`config.mk`:
```
export PLATFORM = sky130hd
export DESIGN_NAME = graph_coloring_backtrack_top_flat
export DESIGN_NICKNAME = d
export VERILOG_FILES = /design/src/design/gcb_pkg.sv /design/src/design/gcb_in_if.sv /design/src/design/gcb_out_if.sv /design/src/design/gcb_regs.sv /design/src/design/gcb_ctrl.sv /design/src/design/gcb_datapath.sv /design/src/design/graph_coloring_backtrack_top.sv /design/src/flat_wrapper.sv
export SDC_FILE = /design/constraint.sdc
export NUM_CORES = 1
export LEC_CHECK = 0
export BUFFER_PORTS_ARGS = -buffer_cell sky130_fd_sc_hd__buf_2
export CAP_MARGIN = 20
export CORE_MARGIN = 2
export CORE_UTILIZATION = 30
export CTS_CLUSTER_SIZE = 24
export DETAILED_ROUTE_END_ITERATION = 7
export PLACE_DENSITY = 0.56
export SLEW_MARGIN = 0
export SYNTH_ARGS = -nofsm -noshare
export SYNTH_HDL_FRONTEND = slang
export SYNTH_HIERARCHICAL = 1
export SYNTH_SLANG_ARGS = --single-unit
```
`constraint.sdc`:
```
create_clock -name clk -period 3.9 [get_ports clk]
set_clock_uncertainty 0.1 [all_clocks]
set_input_delay 0.78 -clock clk [delete_from_list [all_inputs] [get_ports clk]]
set_output_delay 0.78 -clock clk [all_outputs]
set_load 0.03 [all_outputs]
```
`src/design/gcb_pkg.sv`:
```
// Shared types and constants for the graph coloring backtracking search block.
package gcb_pkg;

  // Fixed field widths
  localparam int MASK_W  = 8;
  localparam int INDEX_W = 3;
  localparam int COLOR_W = 2;
  localparam int NCOL_W  = 3;

  // Configuration port
  localparam int PADDR_W = 3;
  localparam int PDATA_W = 32;
  localparam logic [PADDR_W-3:0]  REG_NUM_COLORS   = 1'b0;
  localparam logic [NCOL_W-1:0]   NUM_COLORS_RESET = 3'd3;

  typedef enum logic [1:0] {
    ST_LOAD,
    ST_SEARCH,
    ST_EMIT_OK,
    ST_EMIT_FAIL
  } state_t;

  // Controller to datapath commands
  typedef struct packed {
    logic store_row;
    logic start;
    logic place;
    logic next_cand;
    logic backtrack;
    logic emit_start;
    logic emit_ok;
    logic emit_fail;
    logic finish;
  } cmd_t;

  // Datapath to controller status
  typedef struct packed {
    logic depth_done;
    logic cand_ok;
    logic fits;
    logic depth_zero;
    logic emit_last;
    logic out_free;
  } stat_t;

endpackage

```
`src/design/gcb_in_if.sv`:
```
// Input channel interface: one neighbor-mask row per transaction.
interface gcb_in_if;
  logic                        valid;
  logic                        ready;
  logic [gcb_pkg::MASK_W-1:0]  neighbor_mask;
  logic                        last_vertex;

  modport source (output valid, output neighbor_mask, output last_vertex, input ready);
  modport sink   (input valid, input neighbor_mask, input last_vertex, output ready);
endinterface

```
`src/design/gcb_out_if.sv`:
```
// Output channel interface: one vertex color result per transaction.
interface gcb_out_if;
  logic                         valid;
  logic                         ready;
  logic                         solved;
  logic [gcb_pkg::INDEX_W-1:0]  vertex_index;
  logic [gcb_pkg::COLOR_W-1:0]  vertex_color;
  logic                         last_result;

  modport source (output valid, output solved, output vertex_index, output vertex_color,
                  output last_result, input ready);
  modport sink   (input valid, input solved, input vertex_index, input vertex_color,
                  input last_result, output ready);
endinterface

```
`src/design/gcb_regs.sv`:
```
// APB-style configuration register holding the number of colors.
module gcb_regs (
  input  logic                         clk,
  input  logic                         rst,
  input  logic                         psel,
  input  logic                         penable,
  input  logic                         pwrite,
  input  logic [gcb_pkg::PADDR_W-1:0]  paddr,
  input  logic [gcb_pkg::PDATA_W-1:0]  pwdata,
  output logic [gcb_pkg::PDATA_W-1:0]  prdata,
  output logic                         pready,
  output logic [gcb_pkg::NCOL_W-1:0]   num_colors
);
  import gcb_pkg::*;

  logic hit;

  // Decode the register index from the word address
  assign hit    = (paddr[PADDR_W-1:2] == REG_NUM_COLORS);
  assign pready = 1'b1;

  always_ff @(posedge clk) begin
    if (rst) begin
      num_colors <= NUM_COLORS_RESET;
    end else if (psel && penable && pwrite && hit) begin
      num_colors <= pwdata[NCOL_W-1:0];
    end
  end

  // Return the register value, zero elsewhere
  assign prdata = hit ? PDATA_W'(num_colors) : '0;

endmodule

```
`src/design/gcb_ctrl.sv`:
```
// Controller state machine: row loading, search stepping, result emission.
module gcb_ctrl (
  input  logic            clk,
  input  logic            rst,
  input  logic            in_valid,
  input  logic            in_last,
  output logic            in_ready,
  input  gcb_pkg::stat_t  stat,
  output gcb_pkg::cmd_t   cmd
);
  import gcb_pkg::*;

  state_t state;
  state_t state_next;

  always_ff @(posedge clk) begin
    if (rst) begin
      state <= ST_LOAD;
    end else begin
      state <= state_next;
    end
  end

  always_comb begin
    state_next = state;
    cmd        = '0;
    in_ready   = 1'b0;
    case (state)
      ST_LOAD: begin
        // Take rows; the marked row launches the search
        in_ready = 1'b1;
        if (in_valid) begin
          cmd.store_row = 1'b1;
          if (in_last) begin
            cmd.start  = 1'b1;
            state_next = ST_SEARCH;
          end
        end
      end
      ST_SEARCH: begin
        // One candidate test, placement or backtrack per cycle
        if (stat.depth_done) begin
          cmd.emit_start = 1'b1;
          state_next     = ST_EMIT_OK;
        end else if (stat.cand_ok && stat.fits) begin
          cmd.place = 1'b1;
        end else if (stat.cand_ok) begin
          cmd.next_cand = 1'b1;
        end else if (stat.depth_zero) begin
          state_next = ST_EMIT_FAIL;
        end else begin
          cmd.backtrack = 1'b1;
        end
      end
      ST_EMIT_OK: begin
        // Push one vertex color whenever the output register frees up
        if (stat.out_free) begin
          cmd.emit_ok = 1'b1;
          if (stat.emit_last) begin
            cmd.finish = 1'b1;
            state_next = ST_LOAD;
          end
        end
      end
      ST_EMIT_FAIL: begin
        if (stat.out_free) begin
          cmd.emit_fail = 1'b1;
          cmd.finish    = 1'b1;
          state_next    = ST_LOAD;
        end
      end
      default: begin
        state_next = ST_LOAD;
      end
    endcase
  end

endmodule

```
`src/design/gcb_datapath.sv`:
```
// Datapath: adjacency rows, color stack, candidate check and output register.
module gcb_datapath #(
  parameter int MAX_VERTICES = 8,
  parameter int MAX_COLORS   = 4
) (
  input  logic                         clk,
  input  logic                         rst,
  input  gcb_pkg::cmd_t                cmd,
  output gcb_pkg::stat_t               stat,
  input  logic [gcb_pkg::MASK_W-1:0]   neighbor_mask,
  input  logic [gcb_pkg::NCOL_W-1:0]   num_colors,
  input  logic                         out_ready,
  output logic                         out_valid,
  output logic                         out_solved,
  output logic [gcb_pkg::INDEX_W-1:0]  out_vertex_index,
  output logic [gcb_pkg::COLOR_W-1:0]  out_vertex_color,
  output logic                         out_last_result
);
  import gcb_pkg::*;

  localparam int DW   = $clog2(MAX_VERTICES + 1);
  localparam int AW   = (MAX_VERTICES > 1) ? $clog2(MAX_VERTICES) : 1;
  localparam int CW   = (MAX_COLORS > 1) ? $clog2(MAX_COLORS) : 1;
  localparam int CAW  = $clog2(MAX_COLORS + 1);
  localparam int CMPW = (CAW > NCOL_W) ? CAW : NCOL_W;
  localparam int PADW = (MAX_VERTICES > MASK_W) ? MAX_VERTICES : MASK_W;

  logic [MASK_W-1:0] rows   [MAX_VERTICES];
  logic [CW-1:0]     choice [MAX_VERTICES];
  logic [DW-1:0]     count;
  logic [DW-1:0]     depth;
  logic [CAW-1:0]    cand;

  logic [DW-1:0]     depth_m1;
  logic [AW-1:0]     cur_idx;
  logic [AW-1:0]     rd_idx;
  logic [CW-1:0]     choice_rd;
  logic [PADW-1:0]   row_pad;
  logic              count_room;
  logic              conflict;
  logic [CMPW-1:0]   ncol;
  logic [DW+2:0]     depth_wide;
  logic [CW+1:0]     color_wide;

  assign depth_m1   = depth - DW'(1);
  assign cur_idx    = depth[AW-1:0];
  assign rd_idx     = cmd.backtrack ? depth_m1[AW-1:0] : depth[AW-1:0];
  assign choice_rd  = choice[rd_idx];
  assign row_pad    = PADW'(rows[cur_idx]);
  assign count_room = (count < DW'(MAX_VERTICES));
  assign depth_wide = (DW + 3)'(depth);
  assign color_wide = (CW + 2)'(choice_rd);

  // Clamp the color count to the supported maximum
  assign ncol = (CMPW'(num_colors) > CMPW'(MAX_COLORS)) ? CMPW'(MAX_COLORS)
                                                        : CMPW'(num_colors);

  // Check the candidate against every earlier neighbor in the current row
  always_comb begin
    conflict = 1'b0;
    for (int j = 0; j < MAX_VERTICES; j++) begin
      if ((DW'(j) < depth) && row_pad[j] && (choice[j] == cand[CW-1:0])) begin
        conflict = 1'b1;
      end
    end
  end

  assign stat.depth_done = (depth >= count);
  assign stat.cand_ok    = (CMPW'(cand) < ncol);
  assign stat.fits       = !conflict;
  assign stat.depth_zero = (depth == '0);
  assign stat.emit_last  = ((DW + 1)'(depth) + (DW + 1)'(1)) == (DW + 1)'(count);
  assign stat.out_free   = !out_valid || out_ready;

  // Storage and output payload
  always_ff @(posedge clk) begin
    if (cmd.store_row && count_room) begin
      rows[count[AW-1:0]] <= neighbor_mask;
    end
    if (cmd.place) begin
      choice[cur_idx] <= cand[CW-1:0];
    end
    if (cmd.emit_ok) begin
      out_solved       <= 1'b1;
      out_vertex_index <= depth_wide[INDEX_W-1:0];
      out_vertex_color <= color_wide[COLOR_W-1:0];
      out_last_result  <= stat.emit_last;
    end else if (cmd.emit_fail) begin
      out_solved       <= 1'b0;
      out_vertex_index <= '0;
      out_vertex_color <= '0;
      out_last_result  <= 1'b1;
    end
  end

  // Row count, stack depth, candidate color and output valid
  always_ff @(posedge clk) begin
    if (rst) begin
      count     <= '0;
      depth     <= '0;
      cand      <= '0;
      out_valid <= 1'b0;
    end else begin
      if (cmd.finish) begin
        count <= '0;
      end else if (cmd.store_row && count_room) begin
        count <= count + DW'(1);
      end

      if (cmd.finish || cmd.start || cmd.emit_start) begin
        depth <= '0;
      end else if (cmd.place || cmd.emit_ok) begin
        depth <= depth + DW'(1);
      end else if (cmd.backtrack) begin
        depth <= depth_m1;
      end

      if (cmd.start || cmd.place) begin
        cand <= '0;
      end else if (cmd.next_cand) begin
        cand <= cand + CAW'(1);
      end else if (cmd.backtrack) begin
        cand <= CAW'(choice_rd) + CAW'(1);
      end

      if (cmd.emit_ok || cmd.emit_fail) begin
        out_valid <= 1'b1;
      end else if (out_ready) begin
        out_valid <= 1'b0;
      end
    end
  end

endmodule

```
`src/design/graph_coloring_backtrack_top.sv`:
```
// Top level of the graph coloring backtracking search block.
//
// Usage: write num_colors over the APB port (byte address 0) while idle, then
// send the graph on in_ch, one neighbor-mask row per transaction, vertex 0
// first. Up to MAX_VERTICES rows are stored; further rows are dropped. The row
// with last_vertex set starts a depth-first search that tries colors in
// ascending order for vertices in index order.
// Throughput: rows load at one per cycle. The search advances one step per
// cycle (one candidate test, placement or backtrack through the color stack),
// so its length depends on the graph.
// Results: on success one transaction per vertex with its color, last_result
// on the final one, at most one per cycle; on failure a single transaction with
// solved cleared. in_ch is not ready from the last row until the final result
// sits in the output register. A stalled out_ch holds the output register and
// the emission of the remaining results waits. Reset (rst, synchronous) empties
// the graph, drops any pending result and sets num_colors to 3.
module graph_coloring_backtrack_top #(
  parameter int MAX_VERTICES = 8,
  parameter int MAX_COLORS   = 4
) (
  input  logic                         clk,
  input  logic                         rst,
  gcb_in_if.sink                       in_ch,
  gcb_out_if.source                    out_ch,
  input  logic                         psel,
  input  logic                         penable,
  input  logic                         pwrite,
  input  logic [gcb_pkg::PADDR_W-1:0]  paddr,
  input  logic [gcb_pkg::PDATA_W-1:0]  pwdata,
  output logic [gcb_pkg::PDATA_W-1:0]  prdata,
  output logic                         pready
);
  import gcb_pkg::*;

  cmd_t              cmd;
  stat_t             stat;
  logic [NCOL_W-1:0] num_colors;

  gcb_regs u_regs (
    .clk        (clk),
    .rst        (rst),
    .psel       (psel),
    .penable    (penable),
    .pwrite     (pwrite),
    .paddr      (paddr),
    .pwdata     (pwdata),
    .prdata     (prdata),
    .pready     (pready),
    .num_colors (num_colors)
  );

  gcb_ctrl u_ctrl (
    .clk      (clk),
    .rst      (rst),
    .in_valid (in_ch.valid),
    .in_last  (in_ch.last_vertex),
    .in_ready (in_ch.ready),
    .stat     (stat),
    .cmd      (cmd)
  );

  gcb_datapath #(
    .MAX_VERTICES (MAX_VERTICES),
    .MAX_COLORS   (MAX_COLORS)
  ) u_datapath (
    .clk              (clk),
    .rst              (rst),
    .cmd              (cmd),
    .stat             (stat),
    .neighbor_mask    (in_ch.neighbor_mask),
    .num_colors       (num_colors),
    .out_ready        (out_ch.ready),
    .out_valid        (out_ch.valid),
    .out_solved       (out_ch.solved),
    .out_vertex_index (out_ch.vertex_index),
    .out_vertex_color (out_ch.vertex_color),
    .out_last_result  (out_ch.last_result)
  );

endmodule
```
`src/flat_wrapper.sv`:
```
// flat-port wrapper written by rule: the top's interface ports become plain ports
module graph_coloring_backtrack_top_flat import gcb_pkg::*;
#(
  parameter int MAX_VERTICES = 8,
  parameter int MAX_COLORS   = 4
)
  (clk, rst, psel, penable, pwrite, paddr, pwdata, prdata, pready, in_ch_valid, in_ch_neighbor_mask, in_ch_last_vertex, in_ch_ready, out_ch_valid, out_ch_solved, out_ch_vertex_index, out_ch_vertex_color, out_ch_last_result, out_ch_ready);
  gcb_in_if in_ch_i ();
  gcb_out_if out_ch_i ();
  input  logic clk;
  input  logic rst;
  input  logic psel;
  input  logic penable;
  input  logic pwrite;
  input  logic [gcb_pkg::PADDR_W-1:0] paddr;
  input  logic [gcb_pkg::PDATA_W-1:0] pwdata;
  output logic [gcb_pkg::PDATA_W-1:0] prdata;
  output logic pready;
  input wire logic [$bits(in_ch_i.valid)-1:0] in_ch_valid;
  input wire logic [$bits(in_ch_i.neighbor_mask)-1:0] in_ch_neighbor_mask;
  input wire logic [$bits(in_ch_i.last_vertex)-1:0] in_ch_last_vertex;
  output wire logic [$bits(in_ch_i.ready)-1:0] in_ch_ready;
  output wire logic [$bits(out_ch_i.valid)-1:0] out_ch_valid;
  output wire logic [$bits(out_ch_i.solved)-1:0] out_ch_solved;
  output wire logic [$bits(out_ch_i.vertex_index)-1:0] out_ch_vertex_index;
  output wire logic [$bits(out_ch_i.vertex_color)-1:0] out_ch_vertex_color;
  output wire logic [$bits(out_ch_i.last_result)-1:0] out_ch_last_result;
  input wire logic [$bits(out_ch_i.ready)-1:0] out_ch_ready;
  assign in_ch_i.valid = in_ch_valid;
  assign in_ch_i.neighbor_mask = in_ch_neighbor_mask;
  assign in_ch_i.last_vertex = in_ch_last_vertex;
  assign in_ch_ready = in_ch_i.ready;
  assign out_ch_valid = out_ch_i.valid;
  assign out_ch_solved = out_ch_i.solved;
  assign out_ch_vertex_index = out_ch_i.vertex_index;
  assign out_ch_vertex_color = out_ch_i.vertex_color;
  assign out_ch_last_result = out_ch_i.last_result;
  assign out_ch_i.ready = out_ch_ready;
  graph_coloring_backtrack_top #(.MAX_VERTICES(MAX_VERTICES), .MAX_COLORS(MAX_COLORS)) u_core (.clk(clk), .rst(rst), .in_ch(in_ch_i), .out_ch(out_ch_i), .psel(psel), .penable(penable), .pwrite(pwrite), .paddr(paddr), .pwdata(pwdata), .prdata(prdata), .pready(pready));
endmodule
```
==> key figures <==
Layout
  – Most frequent cells in the layout: 86 x edfxtp_1, 38 x nor2_1, 31 x buf_2, 31 x buf_4, 30 x conb_1
  – Nets: 514
  – Diode count: 0
  – Commonest non-fill, non-tap cell in the layout: edfxtp_1
  – Syn-to-layout area delta: 14.4%
  – Share of cells above drive strength 1: 22.8%
  – Final std cells w/o fill: 682
  – Post-Route Utilization: 35.0%

Critical path
  – Reg-to-reg slack, setup: 0.33 ns
  – Crit path kind: flip-flop to flip-flop
  – Crit-path max FO: 7
  – CP arrival: 3.75 ns
  – Startpoint types: flip-flop
  – CP Capture Type: flip-flop
  – Req. time, crit path: 4.08 ns
  – R2R depth: 17

Power
  – Peak supply drop: 0.261 mV
  – Leak Pwr: 2.17 nW
  – PwrDens: 402 nW/um2

Die
  – Die X: 137 um
  – Initial core utilization: 30.6%
  – Site Rows: 48
  – IO Count: 93
  – CORE AREA: 17200 um2
  – Die ar.: 18700 um2
  – Die Span Y: 137 um

CTS
  – Clk slew on worst S/H paths: 0.07 ns
  – Clk_lat worst skew: 0.35 ns
  – Longest Clk Path Bufs: 2
  – CTS buffer count: 9
  – H-tree Lvls: 3
  – Clk root buf: clkbuf_16
  – CTS tree: done
  – CTS Sinks: 107
  – Hold_buf cts: 0

Synthesis
  – Main combinational cell family by area after synthesis: multiplexers
  – Compound-Gate Fraction of Synth Area: 3.81%
  – Mapped Avg Cell Area: 13.3 um2
  – Mapped cell area: 5280 um2
  – Mux contribution to synthesized area: 12.9%
  – Synth unique cells: 43
  – Mapped Cells: 397
  – Register bit total from synthesis: 107
  – Synth Area in Simple Gates: 11.5%
  – Post-synthesis xor/xnor area fraction: 4.64%
  – Synth Area in Adders: 2.61%
  – Seq/Total Area, Yosys: 56.9%
  – Ys Warns: 6

Global routing
  – GRT Residual Overflow: 0
  – Antenna violations before repair: 0
  – Vias in the first global route: 3072
  – Largest net degree at the start of global routing: 23
  – First-pass GRT wire length: 16600 um
  – GRT Util Overall: 11.7%

Timing
  – Final hold violation count: 0
  – Slew margin rel.: 52.5%
  – Worst hold margin: 0.367 ns
  – Setup TNS: 0 ns
  – Setup-failing EPs final: 0
  – Final Critical Period: 3.57 ns
  – Unrepaired setup endpoints after global routing: no
  – Final Cycle Share: 91.5%
  – Final worst setup slack: 0.332 ns
  – Fmax: 280 MHz
  – Slew Viols, Final: 0
  – Slew @ Worst Pin: 0.710 ns

Hold path
  – Worst Hold Class: flip-flop to flip-flop
  – Hold path depth: 1

Detailed routing
  – DRT antenna net count: 0
  – Final WL: 10300 um
  – Routed vias/inst: 4.55
  – Vias: 3101
  – DRT Pass-1 Iters: 4
  – Initial DRC count: 156
  – Wire length per cell: 15.1 um
  – # DRC: 0

Placement
  – Global placement routability congestion: 0.830
  – IO Port Bufs: 31
  – Post-place setup slack: 0.136 ns
  – DP HPWL: 7170 um
  – Placed instance count: 662

Job
  – Max Cap Viol: 0

Outcome
  – Status: finished clean
cells by family after synthesis:
kind of cell	after synthesis
AND/OR/NAND/NOR	117
XOR/XNOR	28
other	2
flip-flops	107
buffers and inverters	59
adder cells (fa/ha/maj)	11
AO/OA/AOI/OAI	34
multiplexers	39
cell type report:
class,instances,area (um2)
fill,1665,11200
sequential,107,3000
multi-input combinational,259,2020
timing repair buffer,63,399
tap,225,282
clock buffer,9,225
clock inverter,7,66.3
inverter,12,45.0
critical path, cell delays in order (launching register included):
cell and delay [ns]:
dfxtp_1 0.33, inv_1 0.06, ha_1 0.28, nand2b_1 0.16
a21oi_2 0.13, nor2b_1 0.05, o21ai_1 0.11, nand2b_1 0.10
nor3b_2 0.25, nor3b_2 0.22, buf_6 0.16, xnor2_2 0.14
mux4_2 0.57, mux2i_4 0.18, mux2i_1 0.10, ha_2 0.31
o21ai_0 0.08, a21oi_1 0.15
what timing repair did:
item | CTS | global route
buffers inserted | 0 | 4
endpoints found under the setup margin | 0 | 2
resized for setup | 0 | 9
path summary, 6_finish.rpt:
kind / to / startpoint
worst max-delay path: u_core/u_datapath/cand[1]$_SDFFE_PP0P_ / u_core/u_datapath/depth[0]$_SDFFE_PP0N_
worst min-delay path: u_core/u_datapath/out_solved$_SDFFE_PP1P_ / u_core/u_datapath/out_solved$_SDFFE_PP1P_
worst max register to register: u_core/u_datapath/cand[1]$_SDFFE_PP0P_ / u_core/u_datapath/depth[0]$_SDFFE_PP0N_
worst min register to register: u_core/u_datapath/out_solved$_SDFFE_PP1P_ / u_core/u_datapath/out_solved$_SDFFE_PP1P_
layer usage:
layer / vias to the layer above / global-route usage, % / wire, um
met5: - / 0 / 0
met4: 0 / 2.60 / 72
met3: 6 / 2.74 / 528
met2: 85 / 19.1 / 4910
met1: 1505 / 15.8 / 4760
li1: 1505 / - / -
synth_stat cells, drive strengths merged:
cell	number	area, um2
o21ai	9	45.0
nor2	38	143
mux2i	16	160
mux2	3	33.8
xor2	16	140
mux4	20	488
and3	2	15.0
nand2b	9	56.3
nand3b	1	7.51
nor4	6	37.5
ha	11	138
or3	1	6.26
buf	39	323
inv	12	45.0
clkbuf	8	31.3
a211oi	1	7.51
o41ai	2	17.5
conb	2	7.51
o31ai	2	15.0
and2b	3	26.3
a32oi	1	8.76
nor3	13	65.1
and4b	1	10.0
nand4	2	12.5
nor2b	6	37.5
a21oi	15	75.1
o311ai	1	8.76
nand3	6	30.0
nand2	17	63.8
nor3b	2	25.0
or4	2	15.0
edfxtp	86	2580
a221oi	1	8.76
and3b	2	17.5
and2	6	37.5
dfxtp	21	420
xnor2	12	105
a21o	2	15.0
state kept, by name, summed over array words and instances, names as in the netlist, 2 cells and up, named ones only:
| register | flops |
|---|---|
| u_core/u_regs/num_colors | 3 |
| u_core/u_datapath/out_vertex_index | 3 |
| u_core/u_datapath/depth | 4 |
| u_core/u_datapath/count | 4 |
| u_core/u_datapath/cand | 3 |
| u_core/u_datapath/rows | 64 |
| u_core/u_datapath/out_vertex_color | 2 |
| u_core/u_ctrl/state | 2 |
| u_core/u_datapath/choice | 16 |
metrics by stage:
stage,area [um2],total power [W]
after CTS,5970,0.00245
final,6040,0.00243
after global routing,6040,0.00252
after detailed placement,5680,0.00157
after floorplan,5390,0.00151
after global placement,5680,0.00156
power by group:
part	switching (W)	internal, W
Clock	0.000434	0.000449
Combinational	0.000170	0.0000962
Sequential	0.0000134	0.00126
Total	0.000617	0.00181
Note: power is estimated with default switching activity, not from simulation.
